**config.mk**
```make
export PLATFORM = sky130hd
export DESIGN_NAME = vwd_hash
export DESIGN_NICKNAME = d
export VERILOG_FILES = /design/src/rtl/vwd_pkg.sv /design/src/rtl/vwd_hash.sv
export SDC_FILE = /design/constraint.sdc
export NUM_CORES = 1
export LEC_CHECK = 0
export BUFFER_PORTS_ARGS = -buffer_cell sky130_fd_sc_hd__buf_2
export CAP_MARGIN = 20
export CORE_ASPECT_RATIO = 0.9
export CORE_MARGIN = 10
export CORE_UTILIZATION = 30
export DETAILED_ROUTE_END_ITERATION = 16
export PLACE_DENSITY_LB_ADDON = 0.05
export SETUP_SLACK_MARGIN = 0.02
export SLEW_MARGIN = 20
export SYNTH_ARGS = -nofsm -noshare
export SYNTH_HDL_FRONTEND = slang
export SYNTH_SLANG_ARGS = --single-unit
```
**constraint.sdc**
```tcl
create_clock -name clk_i -period 5.35 [get_ports clk_i]
set_clock_uncertainty 0.1 [all_clocks]
set_input_delay 0.2675 -clock clk_i [delete_from_list [all_inputs] [get_ports clk_i]]
set_output_delay 0.2675 -clock clk_i [all_outputs]
set_load 0.05 [all_outputs]
```
**src/rtl/vwd_pkg.sv**
```systemverilog
// shared types and constants of the vertex weld dedup table
`default_nettype none
package vwd_pkg;

  localparam int MaxVertices = 4096;
  localparam int HashSlots   = 8192;
  localparam int KeyLen      = 9;
  localparam int IdxW        = $clog2(MaxVertices);
  localparam int CntW        = IdxW + 1;
  localparam int SlotW       = $clog2(HashSlots);

  localparam logic [1:0] CmdVertex = 2'd0;
  localparam logic [1:0] CmdFace   = 2'd1;
  localparam logic [1:0] CmdClear  = 2'd2;

  localparam logic [1:0] StatusOk     = 2'd0;
  localparam logic [1:0] StatusFull   = 2'd1;
  localparam logic [1:0] StatusUnseen = 2'd2;

  localparam logic CfgHasNormals = 1'b0;
  localparam logic CfgHasUv      = 1'b1;

  typedef logic [KeyLen-1:0][31:0] key_t;

  typedef struct packed {
    logic [1:0]  cmd;
    logic [31:0] pos_x;
    logic [31:0] pos_y;
    logic [31:0] pos_z;
    logic [31:0] norm_x;
    logic [31:0] norm_y;
    logic [31:0] norm_z;
    logic [31:0] tex_u;
    logic [31:0] tex_v;
    logic [31:0] tex_w;
    logic [11:0] face_index;
  } in_t;

  typedef struct packed {
    logic [11:0] vertex_index;
    logic        is_new;
    logic [1:0]  status;
  } out_t;

endpackage
`default_nettype wire

```
**src/rtl/vwd_hash.sv**
```systemverilog
// iterative key hash, one key word folded in per cycle
`default_nettype none
module vwd_hash import vwd_pkg::*; (
  input  wire logic             clk_i,
  input  wire logic             rst_ni,
  input  wire logic             start_i,
  input  wire key_t             key_i,
  output logic                  done_o,
  output logic      [SlotW-1:0] hash_o
);

  localparam logic [31:0] FnvBasis = 32'd2166136261;
  localparam logic [8:0]  PrimeLow = 9'd403;  // prime = 2^24 + 403

  localparam logic [$clog2(KeyLen)-1:0] LastWord = $clog2(KeyLen)'(KeyLen - 1);

  logic [$clog2(KeyLen)-1:0] cnt_q;
  logic                      run_q;
  logic                      done_q;
  logic [31:0]               h_q;
  logic [31:0]               word;
  logic [31:0]               mix;
  logic [31:0]               h_d;

  always_comb begin
    word = key_i[cnt_q];
    // both zeros hash alike
    if (word[30:0] == 31'd0) begin
      word = 32'd0;
    end
    mix = h_q ^ word;
    h_d = (mix << 24) + 32'(mix * PrimeLow);
  end

  always_ff @(posedge clk_i or negedge rst_ni) begin
    if (!rst_ni) begin
      cnt_q  <= '0;
      run_q  <= 1'b0;
      done_q <= 1'b0;
    end else begin
      done_q <= 1'b0;
      if (start_i) begin
        cnt_q <= '0;
        run_q <= 1'b1;
      end else if (run_q) begin
        cnt_q <= cnt_q + 1'b1;
        if (cnt_q == LastWord) begin
          run_q  <= 1'b0;
          done_q <= 1'b1;
        end
      end
    end
  end

  always_ff @(posedge clk_i) begin
    if (start_i) begin
      h_q <= FnvBasis;
    end else if (run_q) begin
      h_q <= h_d;
    end
  end

  assign done_o = done_q;
  assign hash_o = h_q[SlotW-1:0];

endmodule
`default_nettype wire

```
==> metrics <==
Die X=124 um; GPL Wtd Cong=0.769; fin cells=569; via/cell ratio=4.61; Residual DRC=0; hold crit path type=in2reg; mapped cell area=2920 um2; # setup viols final=0; #FFs+latches synth=19; Synth Net Count=620; Fillers=938; Syn-to-layout area delta=50.2%; post-place setup slack=-0.103 ns; Warnings, synthesis=0; CTS Buf Count=3; max-slew violation total from the final report=0; Sequential cell area=412 um2; Clk Latency, worst-skew pair=0.27 ns; critical path class=reg2reg; CTS tree=built; vias in the first global route=3001; total track usage=0.136; Arr. time, crit path=5.20 ns; commonest cells after routing, fill and taps aside=buf_2 (133), buf_4 (42), ha_1 (31); Synth cell types=33; Clock Tree Buf Depth=2; register area share after synthesis=0.141; Setup crit end kind=register; Max Clk Rate=0.193 GHz; Post-Route WL=9920 um; clock root buffer=clkbuf_8; I/O Buffers=133; Cells after DPL=538; I/O pins=305; ANT nets after route=0; status=finished clean; Clock Sinks=19; Via Count=2621; Initial Util=0.305; Worst-Margin Slew=1.06 ns; WL/cell=17.4 um; H-tree lvl count=1; Die Span Y=114 um; largest net degree at the start of global routing=27; startpoint types=register; Post-Syn Area per Cell=10.8 um2; GRT overflow=0; floorplan core area=9570 um2; area of the multi-input gates=2560 um2; DIE AREA=14100 um2; Critical Path Fanout Max=7; diode count=0; DR iter-0 viols=64; commonest non-fill, non-tap cell in the layout=buf_2; Final WS setup=0.162 ns; first-pass GRT wire length=15200 um; max cap viols=0; DP HPWL=8390 um; clock transition at the registers of the reported paths=0.09 ns; initial antenna violation count=0; Final Cycle Share=0.970; Gate Count Post-Synth=270; WP data required=5.36 ns; Tmin final=5.19 ns; drt pass-1 iters=4; unrepaired setup endpoints after global routing=yes; Slew HR=0.293; share of cells above drive strength 1=0.560; Fin. Hold Viols=0; nets=794; Row Count=34
==> worst max-delay path, stage by stage, from the launching register on <==
cell       delay (ns)
dfrtp_2          0.54
clkbuf_16        0.22
mux4_2           0.49
mux2i_1          0.13
o21ai_1          0.10
xor2_1           0.31
ha_1             0.33
fa_1             0.49
inv_1            0.05
fa_1             0.44
fa_1             0.50
inv_2            0.05
ha_4             0.15
xnor2_2          0.16
xnor2_1          0.15
xnor2_1          0.16
xnor2_1          0.14
xnor3_1          0.24
xnor2_1          0.16
a31oi_1          0.10
==> worst paths after layout <==
check | startpoint | endpoint | slack [ns] | cells past startpoint
setup / recovery | cnt_q[0] | h_q[12] | 0.16 | 19
hold / removal | start_i | h_q[9] | 0.23 | 2
setup reg to reg | cnt_q[0] | h_q[12] | 0.16 | 19
hold reg to reg | h_q[11] | h_q[11] | 0.43 | 2
max in group asynchronous | rst_ni | cnt_q[0] | 4.73 | 2
min in group asynchronous | rst_ni | cnt_q[3] | 0.26 | 2
==> registers in the layout (all words and copies together) (netlist names) <==
register and cells:
run_q 1, cnt_q 4, done_o 1, h_q 13
==> stage by stage <==
stage	hold WS (ns)	TNS, ns	cell area (um2)	utilization
after floorplan	-0.128	0	2920	-
after global placement	0.000991	-0.0715	3860	0.403
after detailed placement	0.00397	-0.103	3860	0.403
after CTS	0.237	0	3970	0.414
after global routing	0.242	-0.145	4380	0.458
final	0.232	0	4380	0.458
==> Yosys cell counts, drive strengths merged <==
cell | n | area (um2)
mux4 | 26 | 593
nand4 | 1 | 6.26
a31oi | 1 | 6.26
a21oi | 6 | 30.0
and3 | 1 | 6.26
nor2 | 9 | 33.8
xnor2 | 15 | 131
mux2i | 23 | 230
dfrtp | 6 | 150
o21ai | 17 | 88.8
inv | 27 | 101
nor4b | 1 | 23.8
clkinv | 1 | 3.75
nand3b | 1 | 7.51
fa | 15 | 300
o21bai | 2 | 15.0
nand2 | 25 | 93.8
dfxtp | 13 | 260
ha | 44 | 551
xor2 | 16 | 148
clkbuf | 2 | 7.51
buf | 11 | 67.6
nor3b | 1 | 7.51
a21o | 2 | 15.0
xnor3 | 1 | 22.5
and2 | 2 | 12.5
nor3 | 1 | 5.00
==> final cells by class <==
type / instances / share of cell area
Clock buffer: 3 / 0.00942
Clock inverter: 1 / 0.00171
Inverter: 28 / 0.0240
Multi-Input combinational cell: 210 / 0.584
Sequential cell: 19 / 0.0939
Tap cell: 126 / 0.0360
Timing Repair Buffer: 182 / 0.251
==> repair_timing <==
item                       in CTS  in global routing
setup endpoints to repair       2                  4
pin swaps                       2                 41
hold buffers                    1                  0
cloned                          0                  1
resized for setup               4                 44
setup buffers                   3                 22
hold endpoints to repair        6                  0
==> logic make-up (layout without fill, tap and decap cells) <==
kind of cell             Yosys count  after routing  synth area share
XOR/XNOR                          32             32             0.103
multiplexers                      49             49             0.282
buffers and inverters             41            214            0.0617
AO/OA/AOI/OAI                     28             28            0.0532
flip-flops                        19             19             0.141
AND/OR/NAND/NOR                   42             42            0.0673
adder cells (fa/ha/maj)           59             59             0.292
==> per-layer routing <==
metal  wire length (um)  GRT usage  part of all wire  vias up
met3               1010     0.0553              0.10        6
li1                   -          -                 -     1302
met1               4320      0.169              0.44     1206
met2               4500      0.217              0.45      107
met5                  0          0                 0        -
met4                 84     0.0276            0.0085        0
Power is not shown: default switching activity piles up to over one toggle a cycle in this logic, so the estimate is an artifact.
